File: src/rtl/acgs_queue.sv
module acgs_queue #(
  parameter int WIDTH = 8,
  parameter int DEPTH = 4
) (
  input  logic             clk,
  input  logic             rst,
  input  logic             wr_en,
  input  logic [WIDTH-1:0] wr_data,
  output logic             full,
  input  logic             rd_en,
  output logic [WIDTH-1:0] rd_data,
  output logic             empty
);

  localparam int PTR_W = (DEPTH > 1) ? $clog2(DEPTH) : 1;
  localparam int CNT_W = $clog2(DEPTH + 1);

  logic [WIDTH-1:0] mem [DEPTH];
  logic [PTR_W-1:0] wr_ptr;
  logic [PTR_W-1:0] rd_ptr;
  logic [CNT_W-1:0] count;
  logic             do_wr;
  logic             do_rd;

  assign full    = (count == CNT_W'(DEPTH));
  assign empty   = (count == '0);
  assign rd_data = mem[rd_ptr];
  assign do_wr   = wr_en && !full;
  assign do_rd   = rd_en && !empty;

  // Pointers wrap at the depth; the count tracks occupancy.
  always_ff @(posedge clk) begin
    if (rst) begin
      wr_ptr <= '0;
      rd_ptr <= '0;
      count  <= '0;
    end else begin
      if (do_wr) begin
        wr_ptr <= (wr_ptr == PTR_W'(DEPTH - 1)) ? '0 : wr_ptr + 1'b1;
      end
      if (do_rd) begin
        rd_ptr <= (rd_ptr == PTR_W'(DEPTH - 1)) ? '0 : rd_ptr + 1'b1;
      end
      if (do_wr && !do_rd) begin
        count <= count + 1'b1;
      end else if (do_rd && !do_wr) begin
        count <= count - 1'b1;
      end
    end
  end

  // Storage needs no reset.
  always_ff @(posedge clk) begin
    if (do_wr) begin
      mem[wr_ptr] <= wr_data;
    end
  end

endmodule

File: config.mk
export PLATFORM = sky130hd
export DESIGN_NAME = acgs_queue
export DESIGN_NICKNAME = d
export VERILOG_FILES = /design/src/rtl/acgs_queue.sv
export SDC_FILE = /design/constraint.sdc
export NUM_CORES = 1
export LEC_CHECK = 0
export CAP_MARGIN = 30
export CORE_ASPECT_RATIO = 0.6
export CORE_MARGIN = 2
export CORE_UTILIZATION = 50
export DETAILED_ROUTE_END_ITERATION = 10
export DONT_BUFFER_PORTS = 1
export PLACE_DENSITY_LB_ADDON = 0.25
export SLEW_MARGIN = 0
export SYNTH_ARGS = -nofsm -noshare
export SYNTH_HDL_FRONTEND = slang
export SYNTH_SLANG_ARGS = --single-unit
File: constraint.sdc
create_clock -name clk -period 3.52 [get_ports clk]
set_input_delay 0.88 -clock clk [delete_from_list [all_inputs] [get_ports clk]]
set_output_delay 0.88 -clock clk [all_outputs]
set_load 0.02 [all_outputs]
==> results_dict.tcl <==
set metrics [dict create \
    viasPerCell 5.40 \
    clockRootBuffer "clkbuf_8" \
    synth.largest_area_cell "edfxtp_1" \
    drt_iter0_drc 53 \
    die_w_um 78.1 \
    grt_pass1_wl_um 3930 \
    antenna_found_initial 0 \
    ir_worst_vdd_mv 0.280 \
    rsz0062_at_grt "no" \
    path_class "reg2out" \
    path_cells "mux4_2" \
    finalCriticalPeriod_ns 2.51 \
    cp.arrival_ns 1.63 \
    gp_congestion 0.718 \
    yosysMostFrequentCell "edfxtp_1" \
    initial_core_util 0.514 \
    ys_types 26 \
    regToRegEndpoint "count[2]" \
    hold_path.startpoint "rd_ptr[0]" \
    instances_no_fill 141 \
    cts_tree "yes" \
    crit_slowest_cell "dfxtp_1" \
    ys.flop_type "edfxtp_1" \
    h-tree-depth 2 \
    whs_endpoint "rd_ptr[0]" \
    r2r_slack_ns 1.08 \
    async_flop_share 0 \
    slowest_delay_ns 0.68 \
    synthMuxAreaShare 0.122 \
    worstHoldPathCells 2 \
    clock_sinks 41 \
    rows 16 \
    synthTopCellsByCount "32 x edfxtp_1, 9 x dfxtp_1, 8 x mux4_2, 6 x ha_1" \
    post-dp-hpwl_um 1710 \
    drtAntennaViolNets 0 \
    synth_edf_count 32 \
    ctsHoldBuffers 0 \
    ys_top_cells_by_area "edfxtp_1 58%, dfxtp_1 11%, mux4_2 11%, ha_1 4.6%, and3_2 1.8%" \
    synthAdderAreaFrac 0.0578 \
    yosys.area_share.simple 0.0570 \
    drt_first_pass_iters 5 \
    grtUsageTotal 0.145 \
    wl_per_cell_um 17.5 \
    design_area_um2 1790 \
    period_share 0.712 \
    worst_slack_ns 1.01 \
    setup_violations 0 \
    synth_top_family_by_area "multiplexers" \
    core_area_um2 3200 \
    cp_max_fo 8 \
    vias 762 \
    drc 0 \
    place_ws_ns 1.05 \
    p_leak_nw 0.617 \
    avgSynthCellArea_um2 17.9 \
    hold_class "reg2reg" \
    syn-cell-area_um2 1650 \
    wl_um 2470 \
    clk_pin_slew_worst_paths_ns 0.07 \
    status "finished clean" \
    die_y_um 48.4 \
    yosysWarnings 0 \
    dp.cells 133 \
    drive_gt1_frac 0.250 \
    cts_buffer_depth 2 \
    cts_resized 0 \
    area_growth_pct 8.52 \
    crit_family "flip-flops" \
    n_antenna_cell 0 \
    cp_num_buf_inv 0 \
    maxCapViolations 0 \
    grt_max_degree 14 \
    tightest_slew_ns 0.618 \
    hold_viol 0 \
    total_power_w 0.00130 \
    synthesis.nets 111 \
    relSlewSlack 0.585 \
    clock_skew_ns 0.0129 \
    grt_pass1_vias 755 \
    synth_compound_area_frac 0.0304 \
    synth_xor_xnor_area_share 0.0106 \
    cts_buffers 5 \
    r2r_cells 9 \
    pin_count 22 \
    ys_ff_latch 41 \
    power_density_nw_per_um2 725 \
    io_buffers 0 \
    netlist_instances 92 \
    clk-insertion-delay-late_ns 0.29 \
    setup_tns_ns 0 \
    r2r-start "count[0]" \
    post-cts-setup-buffers 0 \
    nNetsFinal 114 \
    die-area_um2 3780 \
    end_kind "primary output" \
    crit_required_ns 2.64 \
    synth_top_area_share 0.584 \
    slew_violations 0 \
    synth_seq_area_share 0.694 \
    fmax_ghz 0.399 \
    fill_cells 256 \
    postPlaceCellArea_um2 1680 \
    overflow 0 \
    worstSetupStartpointType "flop" \
]
## power breakdown
group,switching [W],internal (W)
Combinational,0.000165,0.000123
Clock,0.000147,0.000210
Sequential,0.0000593,0.000591
Total,0.000372,0.000924
## cell type report
type	count	area, um2	area share
Clock buffer	6	72.6	0.0406
Clock inverter	2	35.0	0.0196
Inverter	5	23.8	0.0133
Multi-Input combinational cell	42	457	0.256
Sequential cell	41	1140	0.639
Tap cell	45	56.3	0.0315
## placed cells by master, fill, tap and decap left out
master	synthesis	routed
a21oi_1	3	3
and3_2	4	4
bufinv_16	0	1
clkbuf_1	1	1
clkbuf_8	0	5
clkinv_2	0	1
clkinv_4	1	1
dfxtp_1	9	9
edfxtp_1	32	32
fa_1	1	1
ha_1	6	6
inv_1	4	4
mux2i_1	2	2
mux4_2	8	8
nand2_1	1	1
nand3_1	2	2
nor2_1	3	3
nor2_2	1	1
nor3_1	2	2
o21ai_0	1	1
o21ai_1	1	1
o31ai_2	2	2
or3_1	1	1
or3_2	1	1
or3b_1	1	1
xor2_1	2	2
## worst max-delay path by stage
stage / slack (ns) / startpoint / endpoint / depth (start not counted)
2_1_floorplan: 1.14 / wr_en / count[2] / 8
3_3_place_gp: 1.11 / wr_en / count[2] / 8
3_5_place_dp: 1.05 / wr_en / count[2] / 8
4_1_cts: 0.96 / flop / rd_data[5] / 1
5_1_grt: 0.88 / flop / rd_data[5] / 1
6_report: 1.01 / flop / rd_data[5] / 1
## metrics by stage
step           utilization  hold WS [ns]
3_3_place_gp         0.524         0.477
2_1_floorplan            -         0.463
6_report             0.557         0.497
4_1_cts              0.557         0.499
5_1_grt              0.557         0.502
3_5_place_dp         0.524         0.480
## layer usage
| metal | up-vias | global-route usage | wire [um] |
|---|---|---|---|
| li1 | 357 | - | - |
| met1 | 374 | 0.198 | 1120 |
| met5 | - | 0 | 0 |
| met3 | 5 | 0.0616 | 197 |
| met2 | 26 | 0.210 | 1120 |
| met4 | 0 | 0.0526 | 31 |
## state kept, by name, summed over array words and instances, names as in the netlist, named ones only
register and cells:
wr_ptr 2, mem 32, count 3, rd_ptr 2
## cell families (layout without fill, tap and decap cells)
family / count (synthesis) / count (layout)
AO/OA/AOI/OAI: 7 / 7
XOR/XNOR: 2 / 2
adder cells (fa/ha/maj): 7 / 7
buffers and inverters: 9 / 13
flip-flops: 41 / 41
multiplexers: 10 / 10
AND/OR/NAND/NOR: 16 / 16
No activity file was read; power rests on OpenSTA's default activity.
