[config.mk]
export PLATFORM = sky130hd
export DESIGN_NAME = acgs_front
export DESIGN_NICKNAME = d
export VERILOG_FILES = /design/src/rtl/acgs_pkg.sv /design/src/rtl/acgs_front.sv
export SDC_FILE = /design/constraint.sdc
export NUM_CORES = 1
export LEC_CHECK = 0
export ABC_AREA = 1
export BUFFER_PORTS_ARGS = -buffer_cell sky130_fd_sc_hd__buf_2
export CAP_MARGIN = 20
export CORE_UTILIZATION = 40
export DETAILED_ROUTE_END_ITERATION = 8
export PLACE_DENSITY = 0.64
export SETUP_SLACK_MARGIN = 0.4
export SYNTH_ARGS = -nofsm -noshare
export SYNTH_HDL_FRONTEND = slang
export SYNTH_SLANG_ARGS = --single-unit
[constraint.sdc]
create_clock -name clk -period 16.1 [get_ports clk]
set_input_delay 4.025 -clock clk [delete_from_list [all_inputs] [get_ports clk]]
set_output_delay 4.025 -clock clk [all_outputs]
set_load 0.1 [all_outputs]
[src/rtl/acgs_pkg.sv]
package acgs_pkg;

  // Default largest pixel count of one cell.
  localparam int MAX_CELL_PIXELS_DEF = 4096;
  // Depth of the cell queue between the front and the back.
  localparam int CELL_Q_DEPTH = 4;

  localparam int CFG_IDX_W  = 4;
  localparam int CFG_DATA_W = 64;

  // Configuration register indexes.
  typedef enum logic [CFG_IDX_W-1:0] {
    REG_CONTRAST   = 4'd0,
    REG_BRIGHTNESS = 4'd1,
    REG_GAMMA      = 4'd2,
    REG_THRESHOLD  = 4'd3,
    REG_POSTERIZE  = 4'd4,
    REG_MODE       = 4'd5,
    REG_FG_BG      = 4'd6,
    REG_GRADIENT   = 4'd7
  } cfg_reg_t;

  // Reset values of the configuration registers.
  localparam logic [15:0] CONTRAST_RST   = 16'd4096;
  localparam logic [17:0] BRIGHTNESS_RST = 18'd0;
  localparam logic [15:0] GAMMA_RST      = 16'd4096;
  localparam logic [7:0]  THRESHOLD_RST  = 8'd0;
  localparam logic [7:0]  POSTERIZE_RST  = 8'd0;
  localparam logic [15:0] MODE_RST       = 16'h0900;
  localparam logic [63:0] FG_BG_RST      = 64'hFFFF_FFFF_0000_00FF;
  localparam logic [63:0] GRADIENT_RST   = 64'h0000_0000_0000_00FF;

  // Color mode codes in mode_flags bits 4..2.
  localparam logic [2:0] MODE_SOURCE   = 3'd0;
  localparam logic [2:0] MODE_TWO_TONE = 3'd1;
  localparam logic [2:0] MODE_GRADIENT = 3'd2;
  localparam logic [2:0] MODE_CUSTOM   = 3'd3;

  // Rec.709 luma weights scaled so that they sum to 65536.
  localparam logic [15:0] LUMA_KR = 16'd13933;
  localparam logic [15:0] LUMA_KG = 16'd46871;
  localparam logic [15:0] LUMA_KB = 16'd4732;

  localparam logic [16:0] ONE_Q16   = 17'h10000;
  localparam logic [16:0] HALF_Q16  = 17'h08000;
  localparam logic [15:0] GAMMA_MIN = 16'd5;

  typedef struct packed {
    logic [7:0] red;
    logic [7:0] green;
    logic [7:0] blue;
    logic [7:0] alpha;
    logic       last_in_cell;
  } pixel_t;

  typedef struct packed {
    logic [7:0]  glyph_index;
    logic [15:0] adjusted_luma;
    logic [7:0]  ink_red;
    logic [7:0]  ink_green;
    logic [7:0]  ink_blue;
    logic [7:0]  ink_alpha;
    logic [7:0]  base_red;
    logic [7:0]  base_green;
    logic [7:0]  base_blue;
    logic [7:0]  base_alpha;
  } result_t;

  typedef struct packed {
    logic [15:0]        contrast_gain;
    logic signed [17:0] brightness_offset;
    logic [15:0]        gamma_value;
    logic [7:0]         threshold_level;
    logic [7:0]         posterize_levels;
    logic [15:0]        mode_flags;
    logic [63:0]        fg_bg_colors;
    logic [63:0]        gradient_colors;
  } cfg_t;

  // Widths of the cell accumulators for a given largest pixel count.
  function automatic int cnt_w(input int max_px);
    return $clog2(max_px + 1);
  endfunction

  function automatic int luma_w(input int max_px);
    return $clog2(64'(max_px) * 64'd65535 + 64'd1);
  endfunction

  function automatic int chan_w(input int max_px);
    return $clog2(64'(max_px) * 64'd255 + 64'd1);
  endfunction

  function automatic int rec_w(input int max_px);
    return luma_w(max_px) + 3 * chan_w(max_px) + 8 + cnt_w(max_px);
  endfunction

  // Integer square root, one result bit per step.
  function automatic logic [63:0] isqrt64(input logic [63:0] x);
    logic [63:0] rem;
    logic [63:0] res;
    logic [63:0] bv;
    rem = x;
    res = 64'd0;
    bv  = 64'h4000_0000_0000_0000;
    for (int i = 0; i < 32; i++) begin
      if (rem >= res + bv) begin
        rem = rem - (res + bv);
        res = (res >> 1) + bv;
      end else begin
        res = res >> 1;
      end
      bv = bv >> 2;
    end
    return res;
  endfunction

  // Q30 factors 2^(-2^(i-16)) for the exp2 product, entry i for fraction bit i.
  typedef logic [29:0] sq_tab_t [16];

  function automatic sq_tab_t build_sq_tab();
    sq_tab_t     t;
    logic [63:0] s;
    s = 64'd1 << 29;
    for (int i = 15; i >= 0; i--) begin
      s = isqrt64(s << 30);
      t[i] = s[29:0];
    end
    return t;
  endfunction

  localparam sq_tab_t SQ_TAB = build_sq_tab();

endpackage

[src/rtl/acgs_front.sv]
module acgs_front #(
  parameter int MAX_CELL_PIXELS = acgs_pkg::MAX_CELL_PIXELS_DEF
) (
  input  logic                                          clk,
  input  logic                                          rst,
  input  logic                                          push,
  input  acgs_pkg::pixel_t                              pixel,
  input  logic                                          q_full,
  output logic                                          q_wr,
  output logic [acgs_pkg::rec_w(MAX_CELL_PIXELS)-1:0]   q_data
);

  import acgs_pkg::*;

  localparam int CNT_W  = cnt_w(MAX_CELL_PIXELS);
  localparam int LUMA_W = luma_w(MAX_CELL_PIXELS);
  localparam int CHAN_W = chan_w(MAX_CELL_PIXELS);

  logic [LUMA_W-1:0] luma_sum;
  logic [CHAN_W-1:0] red_sum;
  logic [CHAN_W-1:0] green_sum;
  logic [CHAN_W-1:0] blue_sum;
  logic [7:0]        alpha_peak;
  logic [CNT_W-1:0]  pixel_count;

  logic [LUMA_W-1:0] luma_sum_next;
  logic [CHAN_W-1:0] red_sum_next;
  logic [CHAN_W-1:0] green_sum_next;
  logic [CHAN_W-1:0] blue_sum_next;
  logic [7:0]        alpha_peak_next;
  logic [CNT_W-1:0]  pixel_count_next;

  logic [23:0] weighted;
  logic [32:0] scaled;
  logic [15:0] pixel_luma;
  logic        accept;
  logic        room;

  // Pixel luma: weighted sum times 257, upper half, range 0..65535.
  assign weighted = 24'(LUMA_KR * pixel.red) + 24'(LUMA_KG * pixel.green)
                  + 24'(LUMA_KB * pixel.blue);
  assign scaled     = {1'b0, weighted, 8'd0} + 33'(weighted);
  assign pixel_luma = scaled[31:16];

  assign accept = push && !q_full;
  assign room   = (pixel_count < CNT_W'(MAX_CELL_PIXELS));

  // Accumulate while the cell has room; overflow pixels are dropped.
  always_comb begin
    luma_sum_next    = luma_sum;
    red_sum_next     = red_sum;
    green_sum_next   = green_sum;
    blue_sum_next    = blue_sum;
    alpha_peak_next  = alpha_peak;
    pixel_count_next = pixel_count;
    if (room) begin
      luma_sum_next    = luma_sum + LUMA_W'(pixel_luma);
      red_sum_next     = red_sum + CHAN_W'(pixel.red);
      green_sum_next   = green_sum + CHAN_W'(pixel.green);
      blue_sum_next    = blue_sum + CHAN_W'(pixel.blue);
      alpha_peak_next  = (pixel.alpha > alpha_peak) ? pixel.alpha : alpha_peak;
      pixel_count_next = pixel_count + 1'b1;
    end
  end

  // A last-marked pixel hands the finished cell to the queue.
  assign q_wr   = accept && pixel.last_in_cell;
  assign q_data = {luma_sum_next, red_sum_next, green_sum_next, blue_sum_next,
                   alpha_peak_next, pixel_count_next};

  always_ff @(posedge clk) begin
    if (rst) begin
      luma_sum    <= '0;
      red_sum     <= '0;
      green_sum   <= '0;
      blue_sum    <= '0;
      alpha_peak  <= '0;
      pixel_count <= '0;
    end else if (accept) begin
      if (pixel.last_in_cell) begin
        luma_sum    <= '0;
        red_sum     <= '0;
        green_sum   <= '0;
        blue_sum    <= '0;
        alpha_peak  <= '0;
        pixel_count <= '0;
      end else begin
        luma_sum    <= luma_sum_next;
        red_sum     <= red_sum_next;
        green_sum   <= green_sum_next;
        blue_sum    <= blue_sum_next;
        alpha_peak  <= alpha_peak_next;
        pixel_count <= pixel_count_next;
      end
    end
  end

endmodule

==> impl_metrics.json <==
{
  "outcome": "finished with violations",
  "violations": "negative setup slack",
  "grt_pass1_wl_um": 76000,
  "rsz0062_at_grt": "yes",
  "hold_viol": 0,
  "start_kind": "input pin",
  "cp_max_fo": 5,
  "arrival_ns": 13.28,
  "path_class": "input pin to output pin",
  "cts_buffer_depth": 2,
  "r2r_start": "pixel_count[12]",
  "crit_end": "q_data[105]",
  "fmax_mhz": 57.8,
  "drv_slew": 0,
  "core_sq_um": 38600,
  "max_stage_delay_ns": 0.58,
  "hold_ws_ns": 0.470,
  "rows": 72,
  "hpwl_um": 37800,
  "period_needed_ns": 17.31,
  "first_pass_iters": 5,
  "cts_made_buffers": 9,
  "required_ns": 12.07,
  "routed_wl_um": 47200,
  "dp_slack_ns": -1.45,
  "synth-seq-cells": 109,
  "antenna_found_initial": 1,
  "yosysMostFrequentCell": "nand2_1",
  "dr_total_vias": 15400,
  "ctsHtreeMaxLevel": 3,
  "cts_tree": "done",
  "place_inst": 3020,
  "cts_sinks": 109,
  "grt_max_degree": 79,
  "yosys_warnings": 0,
  "skew_ns": 0.00935,
  "cp_common_cell": "nand2_2",
  "cts_hold_buf": 0,
  "reg2reg_depth": 14,
  "synth.avg_cell_area_sq_um": 7.13,
  "synth_top_cells_by_count": "nand2_1 (551), inv_1 (390), a21oi_1 (212)",
  "first_global_vias": 15500,
  "pin_count": 147,
  "maxCapViolCount": 0,
  "synthesis.area_sq_um": 15700,
  "synth_top_area_cell": "fa_1",
  "dieArea_sq_um": 40000,
  "drt_iter0_drc": 574,
  "worstSetupStartpoint": "pixel[15]",
  "yosysUniqueCellTypes": 52,
  "synthCells": 2202,
  "yosysTopAreaCellShare_pct": 18.1,
  "seq_area_frac_synth_pct": 13.9,
  "worst_slew_pin_slew_ns": 0.991,
  "rr_endpoint": "pixel_count[11]",
  "fin_ws_ns": -1.21,
  "r2r_slack_ns": 12.84,
  "post-route-drc-count": 0,
  "start_util_pct": 40.6,
  "final_cells": 3092,
  "viasPerCell": 4.98,
  "grtUsageTotal_pct": 23.2,
  "synth_async_sr_flop_share_pct": 0,
  "numPortBuffers": 146,
  "dieHeight_um": 200,
  "synth-edff-count": 0,
  "end_kind": "output pin",
  "clkSlewWorstSetupHoldPaths_ns": 0.08,
  "postRouteAntennaNets": 0,
  "synth_top_flop_cell": "dfxtp_1",
  "gp_congestion": 0.915,
  "slowest_stage": "fa_2",
  "maxSlewHeadroom_pct": 33.8,
  "area_delta_synth_final_pct": 37.3,
  "worstSkewPairLatency_ns": 0.37,
  "post-route-cell-area_sq_um": 21600,
  "ctsRootBufferMaster": "clkbuf_16",
  "hold_class": "flop to flop",
  "fin_crit_sh_pct": 108,
  "yosys-top-cells-area": "fa_1 (18%), ha_1 (17%), dfxtp_1 (14%), nand2_1 (13%), inv_1 (9.3%)",
  "wire_per_inst_um": 15.3,
  "fin_nets": 2956,
  "placed_area_sq_um": 19600,
  "chipWidth_um": 200,
  "synthesis.nets": 2590,
  "grt_remaining_overflow": 0,
  "final-setup-viol-count": 27,
  "drive_gt1_share_pct": 31.2
}
[cell type report]
class	count	area, sq um
fillers	3537	17100
multi-input cells	1643	13700
repair buffers	403	3150
flip-flops and latches	109	2180
inverters	402	1540
well taps	518	648
clock buffers	9	225
clock inverters	7	88.8
diodes	1	2.50
[cells by family after synthesis]
| family | after synthesis | share of synthesized area [%] |
|---|---|---|
| DFF | 109 | 13.9 |
| AOI/OAI and AO/OA | 326 | 11.3 |
| xor gates and xnor gates | 92 | 5.18 |
| and+or+nand+nor | 872 | 23.9 |
| adders and majority gates | 351 | 34.8 |
| buffers and inverters | 450 | 10.8 |
| muxes | 2 | 0.128 |
[routing by layer]
metal / vias to the layer above / wire length [um] / track usage (%)
met5: - / 0 / 0
met4: 0 / 1550 / 7.34
met3: 93 / 2060 / 3.40
met2: 343 / 24200 / 43.1
met1: 7289 / 19300 / 27.1
li1: 7684 / - / -
[sequential cells by signal, summed over array words and instances, names as in the netlist]
| name | count |
|---|---|
| pixel_count | 13 |
| red_sum | 20 |
| luma_sum | 28 |
| green_sum | 20 |
| blue_sum | 20 |
| alpha_peak | 8 |
[worst max-delay path: cells and delay by family]
| kind | cells | cell delay [ns] |
|---|---|---|
| compound gates | 6 | 0.96 |
| simple gates | 23 | 2.20 |
| xor+xnor | 2 | 0.37 |
| fa+ha+maj | 12 | 4.85 |
| buf+inv | 9 | 0.85 |
[worst min-delay path by stage]
stage / from / to / slack, ns / cells after the start
4_1_cts: alpha_peak[3] / alpha_peak[3] / 0.47 / 2
2_1_floorplan: alpha_peak[1] / alpha_peak[1] / 0.45 / 2
6_report: alpha_peak[5] / alpha_peak[5] / 0.47 / 2
3_3_place_gp: alpha_peak[5] / alpha_peak[5] / 0.45 / 2
3_5_place_dp: alpha_peak[3] / alpha_peak[3] / 0.46 / 2
5_1_grt: alpha_peak[2] / alpha_peak[2] / 0.48 / 2
[per-stage QoR]
step	setup TNS, ns	util [%]
after floorplan	-10.45	-
after global placement	-27.40	50.7
after detailed placement	-30.91	50.7
after CTS	-25.11	53.1
after global routing	-37.10	55.8
final	-26.24	55.8
[cell usage in the layout (no fill, tap or decap), types with 14 or more instances in the layout]
master | Yosys | routed
nand2_4 | 3 | 15
nand3_2 | 9 | 22
a21oi_1 | 212 | 161
ha_4 | 0 | 32
buf_2 | 1 | 114
xor2_2 | 1 | 15
inv_2 | 11 | 39
xor2_1 | 62 | 44
nor2_2 | 9 | 23
fa_1 | 142 | 137
dfxtp_1 | 109 | 108
buf_12 | 0 | 29
nand2_2 | 14 | 66
o21ai_0 | 52 | 23
nor2_1 | 118 | 93
buf_4 | 0 | 248
o21ai_2 | 7 | 14
xnor2_1 | 29 | 23
a21oi_2 | 1 | 35
nand2_1 | 551 | 480
nand3_1 | 80 | 63
nand4_1 | 27 | 27
o21ai_1 | 12 | 22
a21oi_4 | 0 | 17
ha_1 | 209 | 174
inv_1 | 390 | 355
[timing repair]
item,4_1_cts,5_1_grt
endpoints found under the setup margin,28,28
pin swaps,112,100
gates resized for setup,103,179
buffers inserted,30,25
Power is not shown: default switching activity piles up to over one toggle a cycle in this logic, so the estimate is an artifact.
